===== src/ahv_pkg.sv =====
// shared types, constants and small tables for the additive harmonic voice unit
// no dependencies
package ahv_pkg;

  localparam int DEF_PHASE_BITS     = 24;
  localparam int DEF_SINE_ADDR_BITS = 10;
  localparam int DEF_AGE_BITS       = 24;

  localparam int CNT_W      = 24;
  localparam int INC_W      = 24;
  localparam int LEN_W      = 24;
  localparam int COEF_W     = 16;
  localparam int CFG_IDX_W  = 3;
  localparam int CFG_DATA_W = 24;
  localparam int SAMPLE_W   = 16;
  localparam int ENV_W      = 17;

  localparam int MUL_W  = 32;
  localparam int PROD_W = 2 * MUL_W;

  localparam int DIV_NUM_W = 64;
  localparam int DIV_DEN_W = 63;
  localparam int DIV_Q_W   = 17;

  localparam int POLY_W = 17;
  localparam int MIX_W  = 21;
  localparam int HARM_W = 5;
  localparam int PART_W = 2;

  localparam logic [PART_W-1:0] LAST_PART = PART_W'(3);
  localparam logic [PART_W-1:0] LAST_STEP = PART_W'(3);

  localparam logic [CFG_IDX_W-1:0] REG_ATTACK_LEN  = 3'd0;
  localparam logic [CFG_IDX_W-1:0] REG_HOLD_LEN    = 3'd1;
  localparam logic [CFG_IDX_W-1:0] REG_RELEASE_LEN = 3'd2;
  localparam logic [CFG_IDX_W-1:0] REG_DECAY_COEF  = 3'd3;
  localparam logic [CFG_IDX_W-1:0] REG_OUTPUT_GAIN = 3'd4;

  localparam logic OP_TICK    = 1'b0;
  localparam logic OP_NOTE_ON = 1'b1;

  localparam logic [ENV_W-1:0] ENV_FULL = ENV_W'(65536);
  localparam logic [POLY_W-1:0] POLY_C9 = POLY_W'(11);

  typedef struct packed {
    logic                 start;
    logic [DIV_NUM_W-1:0] num;
    logic [DIV_DEN_W-1:0] den;
  } div_req_t;

  typedef struct packed {
    logic               done;
    logic [DIV_Q_W-1:0] quot;
  } div_rsp_t;

  function automatic logic [HARM_W-1:0] harm_mult(input logic [PART_W-1:0] k);
    logic [HARM_W-1:0] h;
    case (k)
      2'd0:    h = 5'd7;
      2'd1:    h = 5'd11;
      2'd2:    h = 5'd13;
      default: h = 5'd19;
    endcase
    return h;
  endfunction

  // sine polynomial coefficients, Q16, innermost first after c9
  function automatic logic [POLY_W-1:0] poly_coef(input logic [PART_W-1:0] k);
    logic [POLY_W-1:0] c;
    case (k)
      2'd0:    c = 17'd307;
      2'd1:    c = 17'd5223;
      2'd2:    c = 17'd42334;
      default: c = 17'd102944;
    endcase
    return c;
  endfunction

endpackage


===== src/additive_harmonic_voice_unit.sv =====
// One-voice additive synthesiser: each sample tick returns one 16-bit sample built from four
// sine partials (7, 11, 13 and 19 times the base increment, weighted 1, 1/2, 1/4, 1/8) under an
// attack / decay / release envelope and an output gain; a note-on transaction restarts the
// envelope and returns nothing. All arithmetic runs through one registered 32x32 multiplier and
// one bit-serial divider under a sequencer, and in_ready is low while a tick is in progress. A
// tick holds the block through the phase and sine polynomial steps (one product per cycle)
// and the envelope divisions (17 quotient bits each); a tick during release needs a second
// division. A finished sample waits in the output register while the next transaction is taken.
// Configuration registers are written through cfg_wen / cfg_index / cfg_data; the user must
// write them only while idle, as the block itself does not enforce this.
// depends on ahv_pkg, ahv_mul, ahv_div
module additive_harmonic_voice_unit import ahv_pkg::*; #(
  parameter int PHASE_BITS     = DEF_PHASE_BITS,
  parameter int SINE_ADDR_BITS = DEF_SINE_ADDR_BITS,
  parameter int AGE_BITS       = DEF_AGE_BITS
) (
  input  logic                       clk,
  input  logic                       rst,
  input  logic                       in_valid,
  output logic                       in_ready,
  input  logic                       op,
  input  logic [INC_W-1:0]           phase_inc,
  output logic                       out_valid,
  input  logic                       out_ready,
  output logic signed [SAMPLE_W-1:0] sample,
  output logic [ENV_W-1:0]           env_level,
  input  logic                       cfg_wen,
  input  logic [CFG_IDX_W-1:0]       cfg_index,
  input  logic [CFG_DATA_W-1:0]      cfg_data
);

  localparam int QUAD_BITS = SINE_ADDR_BITS - 2;
  localparam int U_PAD     = 16 - QUAD_BITS;
  localparam int CMP_W     = (AGE_BITS > LEN_W) ? AGE_BITS : LEN_W;
  localparam int Q_SHIFT   = 16;
  localparam int SIN_LO    = 17;
  localparam int X_LIM_BIT = 31;
  localparam int RND_LO    = 34;
  localparam int RND_W     = 18;
  localparam int ST_W      = 5;

  localparam logic [POLY_W-1:0] U_ONE    = POLY_W'(65536);
  localparam logic [POLY_W-1:0] SINE_MAX = POLY_W'(32767);
  localparam logic [RND_W-1:0]  MAG_POS  = RND_W'(2 ** (SAMPLE_W - 1) - 1);
  localparam logic [RND_W-1:0]  MAG_NEG  = RND_W'(2 ** (SAMPLE_W - 1));

  localparam logic [ST_W-1:0] ST_IDLE    = 5'd0;
  localparam logic [ST_W-1:0] ST_BASE    = 5'd1;
  localparam logic [ST_W-1:0] ST_BASE_W  = 5'd2;
  localparam logic [ST_W-1:0] ST_PHASE   = 5'd3;
  localparam logic [ST_W-1:0] ST_SQ      = 5'd4;
  localparam logic [ST_W-1:0] ST_U2      = 5'd5;
  localparam logic [ST_W-1:0] ST_POLY    = 5'd6;
  localparam logic [ST_W-1:0] ST_SINE    = 5'd7;
  localparam logic [ST_W-1:0] ST_ENV     = 5'd8;
  localparam logic [ST_W-1:0] ST_DECAY   = 5'd9;
  localparam logic [ST_W-1:0] ST_SQR     = 5'd10;
  localparam logic [ST_W-1:0] ST_DIVIDE  = 5'd11;
  localparam logic [ST_W-1:0] ST_REL     = 5'd12;
  localparam logic [ST_W-1:0] ST_REL_MUL = 5'd13;
  localparam logic [ST_W-1:0] ST_GAIN    = 5'd14;
  localparam logic [ST_W-1:0] ST_MIX     = 5'd15;
  localparam logic [ST_W-1:0] ST_ROUND   = 5'd16;
  localparam logic [ST_W-1:0] ST_DONE    = 5'd17;

  logic [ST_W-1:0] state;
  logic [ST_W-1:0] state_next;

  logic [LEN_W-1:0]  attack_len;
  logic [LEN_W-1:0]  hold_len;
  logic [LEN_W-1:0]  release_len;
  logic [COEF_W-1:0] decay_coef;
  logic [COEF_W-1:0] output_gain;

  logic [CNT_W-1:0]      sample_count;
  logic [AGE_BITS-1:0]   age;
  logic [INC_W-1:0]      inc;
  logic [PHASE_BITS-1:0] base;
  logic [POLY_W-1:0]     u;
  logic [POLY_W-1:0]     u2;
  logic [1:0]            quad;
  logic [PART_W-1:0]     part;
  logic [PART_W-1:0]     step;
  logic signed [MIX_W-1:0] acc;
  logic [ENV_W-1:0]      env;
  logic                  rel_phase;
  logic [SAMPLE_W-1:0]   res_sample;

  logic [MUL_W-1:0]  mul_a;
  logic [MUL_W-1:0]  mul_b;
  logic [PROD_W-1:0] prod;
  div_req_t          div_req;
  div_rsp_t          div_rsp;

  logic [PHASE_BITS-1:0]     phase;
  logic [SINE_ADDR_BITS-1:0] addr;
  logic [POLY_W-1:0]         u_raw;
  logic [POLY_W-1:0]         u_mir;
  logic [POLY_W-1:0]         prod_hi;
  logic [POLY_W-1:0]         coef_r;
  logic [POLY_W-1:0]         s_full;
  logic [SAMPLE_W-2:0]       s_mag;
  logic signed [MIX_W-1:0]   s_sgn;
  logic [PART_W-1:0]         wsh;
  logic [MIX_W-1:0]          acc_mag;
  logic [CMP_W-1:0]          age_ext;
  logic [CMP_W-1:0]          hold_ext;
  logic [CMP_W-1:0]          rel_ext;
  logic [CMP_W-1:0]          r_ext;
  logic                      in_attack;
  logic [AGE_BITS-1:0]       t;
  logic                      releasing;
  logic                      rel_kill;
  logic [LEN_W-1:0]          rel_left;
  logic                      x_big;
  logic [RND_W-1:0]          rnd_mag;
  logic [SAMPLE_W-1:0]       sat_val;
  logic                      out_free;

  ahv_mul u_mul (
    .clk  (clk),
    .a    (mul_a),
    .b    (mul_b),
    .prod (prod)
  );

  ahv_div u_div (
    .clk (clk),
    .rst (rst),
    .req (div_req),
    .rsp (div_rsp)
  );

  // phase and sine address
  assign phase   = base * PHASE_BITS'(harm_mult(part));
  assign addr    = phase[PHASE_BITS-1 -: SINE_ADDR_BITS];
  assign u_raw   = {1'b0, addr[QUAD_BITS-1:0], {U_PAD{1'b0}}};
  assign u_mir   = addr[QUAD_BITS] ? (U_ONE - u_raw) : u_raw;
  assign prod_hi = prod[Q_SHIFT +: POLY_W];
  assign coef_r  = poly_coef(step) - prod_hi;

  // sine result and weighted mix
  assign s_full = prod[SIN_LO +: POLY_W];
  assign s_mag  = (s_full > SINE_MAX) ? SINE_MAX[SAMPLE_W-2:0] : s_full[SAMPLE_W-2:0];
  assign s_sgn  = quad[1] ? -$signed(MIX_W'(s_mag)) : $signed(MIX_W'(s_mag));
  assign wsh    = LAST_PART - part;
  assign acc_mag = acc[MIX_W-1] ? MIX_W'(-acc) : MIX_W'(acc);

  // envelope decisions
  assign age_ext   = CMP_W'(age);
  assign hold_ext  = CMP_W'(hold_len);
  assign rel_ext   = CMP_W'(release_len);
  assign r_ext     = age_ext - hold_ext;
  assign in_attack = age_ext < CMP_W'(attack_len);
  assign t         = AGE_BITS'(age_ext - CMP_W'(attack_len));
  assign releasing = (hold_len != '0) && (age_ext >= hold_ext);
  assign rel_kill  = (release_len == '0) || (r_ext > rel_ext);
  assign rel_left  = LEN_W'(rel_ext - r_ext);
  assign x_big     = |prod[PROD_W-1:X_LIM_BIT];

  // round half away from zero, then saturate
  assign rnd_mag = RND_W'(prod[PROD_W-1:RND_LO]) + RND_W'(prod[RND_LO-1]);
  always_comb begin
    if (acc[MIX_W-1]) begin
      sat_val = (rnd_mag >= MAG_NEG) ? SAMPLE_W'(MAG_NEG) : SAMPLE_W'(RND_W'(0) - rnd_mag);
    end else begin
      sat_val = (rnd_mag >= MAG_POS) ? SAMPLE_W'(MAG_POS) : SAMPLE_W'(rnd_mag);
    end
  end

  assign in_ready = (state == ST_IDLE);
  assign out_free = !out_valid || out_ready;

  always_comb begin
    mul_a = '0;
    mul_b = '0;
    unique case (state)
      ST_BASE: begin
        mul_a = MUL_W'(sample_count);
        mul_b = MUL_W'(inc);
      end
      ST_SQ: begin
        mul_a = MUL_W'(u);
        mul_b = MUL_W'(u);
      end
      ST_U2: begin
        mul_a = MUL_W'(POLY_C9);
        mul_b = MUL_W'(prod_hi);
      end
      ST_POLY: begin
        mul_a = MUL_W'(coef_r);
        mul_b = (step == LAST_STEP) ? MUL_W'(u) : MUL_W'(u2);
      end
      ST_ENV: begin
        mul_a = MUL_W'(t);
        mul_b = MUL_W'(decay_coef);
      end
      ST_DECAY: begin
        mul_a = MUL_W'(prod[X_LIM_BIT-1:0]);
        mul_b = MUL_W'(prod[X_LIM_BIT-1:0]);
      end
      ST_REL: begin
        mul_a = MUL_W'(env);
        mul_b = MUL_W'(rel_left);
      end
      ST_GAIN: begin
        mul_a = MUL_W'(env);
        mul_b = MUL_W'(output_gain);
      end
      ST_MIX: begin
        mul_a = prod[MUL_W-1:0];
        mul_b = MUL_W'(acc_mag);
      end
      default: begin
        mul_a = '0;
        mul_b = '0;
      end
    endcase
  end

  always_comb begin
    div_req = '0;
    unique case (state)
      ST_ENV: begin
        div_req.start = in_attack;
        div_req.num   = DIV_NUM_W'(age) << 16;
        div_req.den   = DIV_DEN_W'(attack_len);
      end
      ST_SQR: begin
        div_req.start = 1'b1;
        div_req.num   = DIV_NUM_W'(1) << 48;
        div_req.den   = prod[DIV_DEN_W-1:0] + (DIV_DEN_W'(1) << 32);
      end
      ST_REL_MUL: begin
        div_req.start = 1'b1;
        div_req.num   = prod;
        div_req.den   = DIV_DEN_W'(release_len);
      end
      default: div_req = '0;
    endcase
  end

  always_comb begin
    state_next = state;
    unique case (state)
      ST_IDLE:    if (in_valid && op == OP_TICK) state_next = ST_BASE;
      ST_BASE:    state_next = ST_BASE_W;
      ST_BASE_W:  state_next = ST_PHASE;
      ST_PHASE:   state_next = ST_SQ;
      ST_SQ:      state_next = ST_U2;
      ST_U2:      state_next = ST_POLY;
      ST_POLY:    if (step == LAST_STEP) state_next = ST_SINE;
      ST_SINE:    state_next = (part == LAST_PART) ? ST_ENV : ST_PHASE;
      ST_ENV:     state_next = in_attack ? ST_DIVIDE : ST_DECAY;
      ST_DECAY:   state_next = x_big ? ST_REL : ST_SQR;
      ST_SQR:     state_next = ST_DIVIDE;
      ST_DIVIDE:  if (div_rsp.done) state_next = rel_phase ? ST_GAIN : ST_REL;
      ST_REL:     state_next = (releasing && !rel_kill) ? ST_REL_MUL : ST_GAIN;
      ST_REL_MUL: state_next = ST_DIVIDE;
      ST_GAIN:    state_next = ST_MIX;
      ST_MIX:     state_next = ST_ROUND;
      ST_ROUND:   state_next = ST_DONE;
      ST_DONE:    if (out_free) state_next = ST_IDLE;
      default:    state_next = ST_IDLE;
    endcase
  end

  always_ff @(posedge clk) begin
    if (rst) begin
      state        <= ST_IDLE;
      out_valid    <= 1'b0;
      sample_count <= '0;
      age          <= '0;
      attack_len   <= LEN_W'(2646);
      hold_len     <= LEN_W'(44100);
      release_len  <= LEN_W'(22050);
      decay_coef   <= '0;
      output_gain  <= COEF_W'(13107);
    end else begin
      state <= state_next;
      if (cfg_wen) begin
        unique case (cfg_index)
          REG_ATTACK_LEN:  attack_len  <= cfg_data[LEN_W-1:0];
          REG_HOLD_LEN:    hold_len    <= cfg_data[LEN_W-1:0];
          REG_RELEASE_LEN: release_len <= cfg_data[LEN_W-1:0];
          REG_DECAY_COEF:  decay_coef  <= cfg_data[COEF_W-1:0];
          REG_OUTPUT_GAIN: output_gain <= cfg_data[COEF_W-1:0];
          default: ;
        endcase
      end
      if (state == ST_IDLE && in_valid && op == OP_NOTE_ON) begin
        age <= '0;
      end
      if (state == ST_DONE && out_free) begin
        out_valid    <= 1'b1;
        sample_count <= sample_count + CNT_W'(1);
        if (age != '1) begin
          age <= age + AGE_BITS'(1);
        end
      end else if (out_ready) begin
        out_valid <= 1'b0;
      end
    end
  end

  always_ff @(posedge clk) begin
    unique case (state)
      ST_IDLE: begin
        inc       <= phase_inc;
        part      <= '0;
        acc       <= '0;
        rel_phase <= 1'b0;
      end
      ST_BASE_W: base <= prod[PHASE_BITS-1:0];
      ST_PHASE: begin
        u    <= u_mir;
        quad <= addr[SINE_ADDR_BITS-1 -: 2];
        step <= '0;
      end
      ST_U2:   u2 <= prod_hi;
      ST_POLY: step <= step + PART_W'(1);
      ST_SINE: begin
        acc  <= acc + (s_sgn <<< wsh);
        part <= part + PART_W'(1);
      end
      ST_DECAY:   if (x_big) env <= '0;
      ST_DIVIDE:  if (div_rsp.done) env <= div_rsp.quot;
      ST_REL:     if (releasing && rel_kill) env <= '0;
      ST_REL_MUL: rel_phase <= 1'b1;
      ST_ROUND:   res_sample <= sat_val;
      ST_DONE: begin
        if (out_free) begin
          sample    <= res_sample;
          env_level <= env;
        end
      end
      default: ;
    endcase
  end

endmodule


===== src/ahv_mul.sv =====
// shared multiplier with registered product
// depends on ahv_pkg
module ahv_mul import ahv_pkg::*; (
  input  logic              clk,
  input  logic [MUL_W-1:0]  a,
  input  logic [MUL_W-1:0]  b,
  output logic [PROD_W-1:0] prod
);

  always_ff @(posedge clk) begin
    prod <= PROD_W'(a) * PROD_W'(b);
  end

endmodule


===== src/ahv_div.sv =====
// bit-serial restoring divider, one quotient bit per cycle
// depends on ahv_pkg; quotient must fit in DIV_Q_W bits
module ahv_div import ahv_pkg::*; (
  input  logic     clk,
  input  logic     rst,
  input  div_req_t req,
  output div_rsp_t rsp
);

  localparam int STEP_W = $clog2(DIV_Q_W + 1);

  logic [DIV_DEN_W-1:0] rem;
  logic [DIV_DEN_W-1:0] den;
  logic [DIV_Q_W-1:0]   nq;
  logic [STEP_W-1:0]    cnt;
  logic                 busy;
  logic                 done;
  logic [DIV_DEN_W:0]   trial;
  logic                 fits;

  assign trial = {rem, nq[DIV_Q_W-1]};
  assign fits  = trial >= {1'b0, den};

  always_ff @(posedge clk) begin
    if (rst) begin
      busy <= 1'b0;
      done <= 1'b0;
      cnt  <= '0;
    end else begin
      done <= 1'b0;
      if (req.start) begin
        busy <= 1'b1;
        cnt  <= STEP_W'(DIV_Q_W);
      end else if (busy) begin
        cnt <= cnt - STEP_W'(1);
        if (cnt == STEP_W'(1)) begin
          busy <= 1'b0;
          done <= 1'b1;
        end
      end
    end
  end

  always_ff @(posedge clk) begin
    if (req.start) begin
      rem <= DIV_DEN_W'(req.num >> DIV_Q_W);
      nq  <= req.num[DIV_Q_W-1:0];
      den <= req.den;
    end else if (busy) begin
      rem <= fits ? DIV_DEN_W'(trial - {1'b0, den}) : trial[DIV_DEN_W-1:0];
      nq  <= {nq[DIV_Q_W-2:0], fits};
    end
  end

  assign rsp.done = done;
  assign rsp.quot = nq;

endmodule


===== config.mk =====
export PLATFORM = sky130hd
export DESIGN_NAME = additive_harmonic_voice_unit
export DESIGN_NICKNAME = d
export VERILOG_FILES = /design/src/ahv_pkg.sv /design/src/additive_harmonic_voice_unit.sv /design/src/ahv_mul.sv /design/src/ahv_div.sv
export SDC_FILE = /design/constraint.sdc
export NUM_CORES = 2
export LEC_CHECK = 0
export BUFFER_PORTS_ARGS = -buffer_cell sky130_fd_sc_hd__buf_4
export CAP_MARGIN = 20
export CORE_ASPECT_RATIO = 1.1
export CORE_MARGIN = 1.5
export CORE_UTILIZATION = 60
export CTS_BUF_LIST = sky130_fd_sc_hd__clkbuf_8
export CTS_CLUSTER_SIZE = 14
export DETAILED_ROUTE_END_ITERATION = 7
export GPL_ROUTABILITY_DRIVEN = 0
export PLACE_DENSITY = 0.83
export SYNTH_ARGS = -nofsm -noshare
export SYNTH_HDL_FRONTEND = slang
export SYNTH_HIERARCHICAL = 1
export SYNTH_SLANG_ARGS = --single-unit
export TNS_END_PERCENT = 50

===== constraint.sdc =====
create_clock -name clk -period 15.2 [get_ports clk]
set_input_delay 3.8 -clock clk [delete_from_list [all_inputs] [get_ports clk]]
set_output_delay 3.8 -clock clk [all_outputs]
set_load 0.05 [all_outputs]

# Yosys cells after proc, flatten, opt, wreduce, memory -nomap -nowiden
# Index checks and enable logic that the tools add are counted.
[word_totals]
inputBits = 57
regBits = 548
output_inout_bits = 35
[classes]
n_mux = 47
add_sub_neg = 18
multipliers = 2
bitwise_logic = 2
n_eq_ne = 35
n_lt_le_gt_ge = 7
reduce_logical = 36
shifts = 1
[op_table]
columns = ["operator", "count"]
rows = [
  ["$pmux 128 s3", 1],
  ["$pmux 31 s9", 1],
  ["$pmux 32 s8", 1],
  ["$mux 17", 6],
  ["$pmux 17 s3", 2],
  ["$mux 47", 2],
  ["$pmux 5 s17", 1],
  ["$mux 24", 3],
  ["$sub 24x24->24", 3],
  ["$ge 64x63->1", 1],
  ["$mux 16", 4],
  ["$add 63x33->63 const B", 1],
  ["$mul 32x31->63", 1],
  ["$mux 63", 1],
  ["$sub 63x63->63", 1],
  ["$add 24x1->24 const B", 2],
  ["$mux 21", 2],
  ["$pmux 21 s2", 1],
  ["$eq 5x4->1 const B", 8],
  ["$reduce_or 33->1", 1],
  ["$mux 5", 6],
  ["$ge 24x24->1", 1],
  ["$gt 24x24->1", 1],
  ["$logic_not 24->1", 1],
  ["other kinds (50)", 96],
]

# Logic depth before layout (Yosys ltp)
[logic_depth]
depth_word = 7
ltp_mapped = 51
depth_no_buf = 48

# By module
# The synthesis kept the hierarchy.
[by_module_without_submodules]
columns = ["mod", "seq_area_each_um2", "cells_per_inst", "area_each_um2", "n_inst"]
rows = [
  ["ahv_mul", 1281.2, 3774, 34695.8, 1],
  ["additive_harmonic_voice_unit", 8177.8, 3026, 25142.9, 1],
  ["ahv_div", 4274.1, 1097, 10296.1, 1],
]

# Worst setup path before layout
# OpenSTA, ideal clock, no wires.
[synth_timing]
kind = "register -> register"
startpoint = "register age[0]"
endpoint = "register u_mul.prod[61]"
setup_slack_ps = 4476
arrival_ps = 10605
required_time_ps = 15081
stages_incl_launch_ff = 48
n_path_buf = 3
period_less_slack_ps = 10724
cell_sequence = "dfxtp_1 inv_1 ha_1 inv_1 fa_1 a21o_1 a21oi_1 o21bai_1 a21oi_1 o21ai_0 a21o_1 a21oi_1 xor2_1 ha_1 clkbuf_1 a21o_1 a21oi_1 nand2_1 [12 not listed] fa_1 fa_1 fa_1 fa_1 inv_1 fa_1 inv_1 ha_1 clkbuf_1 nand4_1 nor2_1 nand2_1 or3_1 o32a_2 and2_1 o21ai_1 a21oi_1 xnor2_1"
[synth_between]
elab_chain_cells = 4
word_cells_on_any_way = 6
classes_between = "add/sub: 3; mul: 1; mux: 2"
[synth_lines]
columns = ["element", "line_no", "text"]
rows = [
  ["start: declaration", "additive_harmonic_voice_unit.sv:76", "logic [AGE_BITS-1:0] age;"],
  ["start signal: assignment", "additive_harmonic_voice_unit.sv:298", "age <= age + AGE_BITS'(1);"],
  ["$sub 24x24->24", "additive_harmonic_voice_unit.sv:153", "assign r_ext = age_ext - hold_ext;"],
  ["$sub 24x24->24", "additive_harmonic_voice_unit.sv:158", "assign rel_left = LEN_W'(rel_ext - r_ext);"],
  ["$pmux 31 s9", "additive_harmonic_voice_unit.sv:177", "unique case (state)"],
  ["via mul_b[23]", "additive_harmonic_voice_unit.sv:90", "logic [MUL_W-1:0] mul_b;"],
  ["$mul 32x31->63", "ahv_mul.sv:11", "prod <= PROD_W'(a) * PROD_W'(b);"],
  ["end signal: assignment", "ahv_mul.sv:11", ""],
  ["end: declaration", "ahv_mul.sv:7", "output logic [PROD_W-1:0] prod"],
]
# The timed path passes the listed nets, and every way through them passes these cells.
# A chain may end at the register's enable or synchronous reset.

# Worst setup path in the final report
[layout_timing]
startpoint = "register age[1]"
endpoint = "register u_mul.prod[60]"
# Same word-level chain as after synthesis.

==> results.cfg <==
[timing]
clock.fmax_mhz = 82.2
report.final.setup_viol = 0
timing.clock.skew_ns = 0.128
report.final.slew_viol_count = 0
setup_repair_after_global_routing_missed_its_margin = false
worst_slew_pin_slew_ns = 1.22
finalCriticalPeriod_ns = 12.17
finalHoldWorstSlack_ns = 0.418
tns_ns = 0
final_hold_viols = 0
remaining_max_slew_budget_at_the_tightest_pin = 0.186
postLayoutSetupSlackWorst_ns = 3.03
final_worst_path_cycle_share = 0.800

[critical_path]
critical_path.top_delay_family = adder cells
crit_path_end_kind = register
slowest_stage = sky130_fd_sc_hd__xnor2_1
timing.critical_path.required_ns = 15.82
worst_path_most_repeated_cell = sky130_fd_sc_hd__fa_1
critical_path.max_stage_delay_ns = 0.58
reg2regPathDepth = 40
worstSetupPathDepth = 40
worst-path-max-fanout = 32
crit_buf_inv = 3
crit_path_start_kind = register
critical_path_class = register to register
crit_arrival_ns = 12.79

[worst_hold_path]
timing.hold.worst_path_depth = 0
hold_path_class = register to register

[clocking]
cts_hold_repair.buffers = 0
h-tree-depth = 3
clkSlewWorstSetupHoldPaths_ns = 0.07
clk-insertion-delay-late_ns = 0.85
postCtsResizedCells = 0
root_buffer = sky130_fd_sc_hd__clkbuf_8
post_cts_repair_setup_buffers = 0
tritoncts = built
cts_num_sinks = 539
max-clock-path-buffers = 3
cts_buffers = 82

[synth]
multiplexer_share_of_the_synthesized_area = 0.0112
synth-xor-area-share = 0.0368
syn_inst_count = 7897
synth-seq-cells = 539
combinational_family_with_the_most_area_after_synthesis = adder cells
synth.area.top_cells = sky130_fd_sc_hd__fa_1 27%, sky130_fd_sc_hd__edfxtp_1 13%, sky130_fd_sc_hd__ha_1 8.5%
post_synth_num_cell_types = 120
synth_ff_type = sky130_fd_sc_hd__edfxtp_1
ys_warn_count = 6
avgSynthCellArea_um2 = 8.88
number_of_flops_mapped_to_enable_cells_by_yosys = 294
synthesis.area_um2 = 70100
synth-compound-area-share = 0.124
post_synth_and_or_nand_nor_area_fraction = 0.184
area_share_of_the_largest_cell_type_after_synthesis = 0.274
synth_area_leader_cell = sky130_fd_sc_hd__fa_1
asyncSetResetFlopFracSynth = 0
synth_fa_ha_area_frac = 0.359
synth.yosys.seq_area_share = 0.196

[placement]
detailedPlacementHpwl_um = 165000
detailed_place.area_um2 = 72100
post-place-ws_ns = 3.49
portBuffers = 91

[floorplanning]
floorplan.die.height_um = 362
die_width_um = 329
die_area_um2 = 119000
io_pins = 92
initial_core_util = 0.605
rows = 131
floorplan_core_area_um2 = 116000

[power]
ir_worst_vdd_v = 0.0000916
p_leak_uw = 0.0339
power.density_cell_area_nw_per_um2 = 58.1

[final_layout]
area_delta_synth_final_pct = 5.62
layout_common_cells = 1205 x sky130_fd_sc_hd__inv_1, 967 x sky130_fd_sc_hd__nand2_1, 960 x sky130_fd_sc_hd__fa_1
final_net_count = 9242
drive_gt1_frac = 0.0664
layout.cell_area.non_filler_um2 = 74100
most_common_cell_after_layout_fill_and_taps_aside = sky130_fd_sc_hd__inv_1

[drt]
drt_first_pass_iters = 8
remaining_drc_errors = 303
dr_total_vias = 59116
antenna_left = 0
wl_per_cell_um = 23.4
routed_wirelength_um = 219000
vias_per_cell = 6.32
first_iter_violations = 7860

[run_status]
violations_in_the_final_reports = DRC
outcome = complete, but fails checks

[global_routing]
pin_count_of_the_biggest_net_entering_global_routing = 92
groute.usage.overall = 0.372
overflow = 0
grt_first_pass_wirelength_um = 339000
antenna_found_initial = 23
first_global_vias = 60922

[flow_run]
cap_violations = 0
[kinds of logic after synthesis]
family / count (synthesis)
AOI/OAI and AO/OA: 1312
and+or+nand+nor: 2603
buffers and inverters: 1636
muxes: 74
DFF: 539
other: 1
xor gates and xnor gates: 294
adders and majority gates: 1438
[worst paths after layout]
path               endpoint  slack [ns]           from
max          u_mul/prod[60]        3.03         age[1]
min               sample[2]        0.42  res_sample[2]
max reg2reg  u_mul/prod[60]        3.03         age[1]
min reg2reg       sample[2]        0.42  res_sample[2]
[cell type report]
type                    count  area, um^2
diodes                     12        30.0
clock buffers              91        1250
clock inverters            60         592
fillers                  8984       41800
inverters                1199        4500
multi-input cells        5726       50500
flip-flops and latches    539       13700
well taps                1529        1910
repair buffers            199        1510
[through the flow]
stage,utilization,cells,power [uW]
2_1_floorplan,-,7901,2550
3_3_place_gp,0.622,9186,2840
3_5_place_dp,0.623,9188,2890
4_1_cts,0.639,9339,4260
5_1_grt,0.639,9346,4470
6_report,0.639,9355,4300
[synthesized netlist by cell type, types with 173 or more instances]
| master | number |
|---|---|
| sky130_fd_sc_hd__ha_1 | 478 |
| sky130_fd_sc_hd__o21ai_0 | 215 |
| sky130_fd_sc_hd__edfxtp_1 | 294 |
| sky130_fd_sc_hd__and2_1 | 708 |
| sky130_fd_sc_hd__a21oi_1 | 437 |
| sky130_fd_sc_hd__dfxtp_1 | 245 |
| sky130_fd_sc_hd__fa_1 | 960 |
| sky130_fd_sc_hd__nor2_1 | 334 |
| sky130_fd_sc_hd__xnor2_1 | 173 |
| sky130_fd_sc_hd__clkbuf_1 | 384 |
| sky130_fd_sc_hd__nand2_1 | 969 |
| sky130_fd_sc_hd__inv_1 | 1194 |
[sequential cells by signal, summed over array words and instances (netlist names), 17 cells and up]
name,count
u_mul/prod,64
u_div/den,63
u_div/rem,63
age,24
attack_len,24
base,24
hold_ext,24
inc,24
rel_ext,24
sample_count,24
acc,21
env,17
env_level,17
u2,17
u_div/nq,17
[power breakdown]
group / total (uW) / leakage, uW / switching [uW] / internal (uW)
sequential: 1680 / 0.00474 / 62.5 / 1620
clock: 1390 / 0.000993 / 667 / 723
combinational: 1240 / 0.0281 / 790 / 447
[layer usage]
| metal | global-route usage | vias to the layer above | routed length, um |
|---|---|---|---|
| li1 | - | 25370 | - |
| met1 | 0.443 | 28623 | 74500 |
| met2 | 0.570 | 3928 | 96500 |
| met3 | 0.126 | 1181 | 29700 |
| met4 | 0.248 | 14 | 17800 |
| met5 | 0 | - | 124 |
Note: power is estimated with default switching activity, not from simulation.
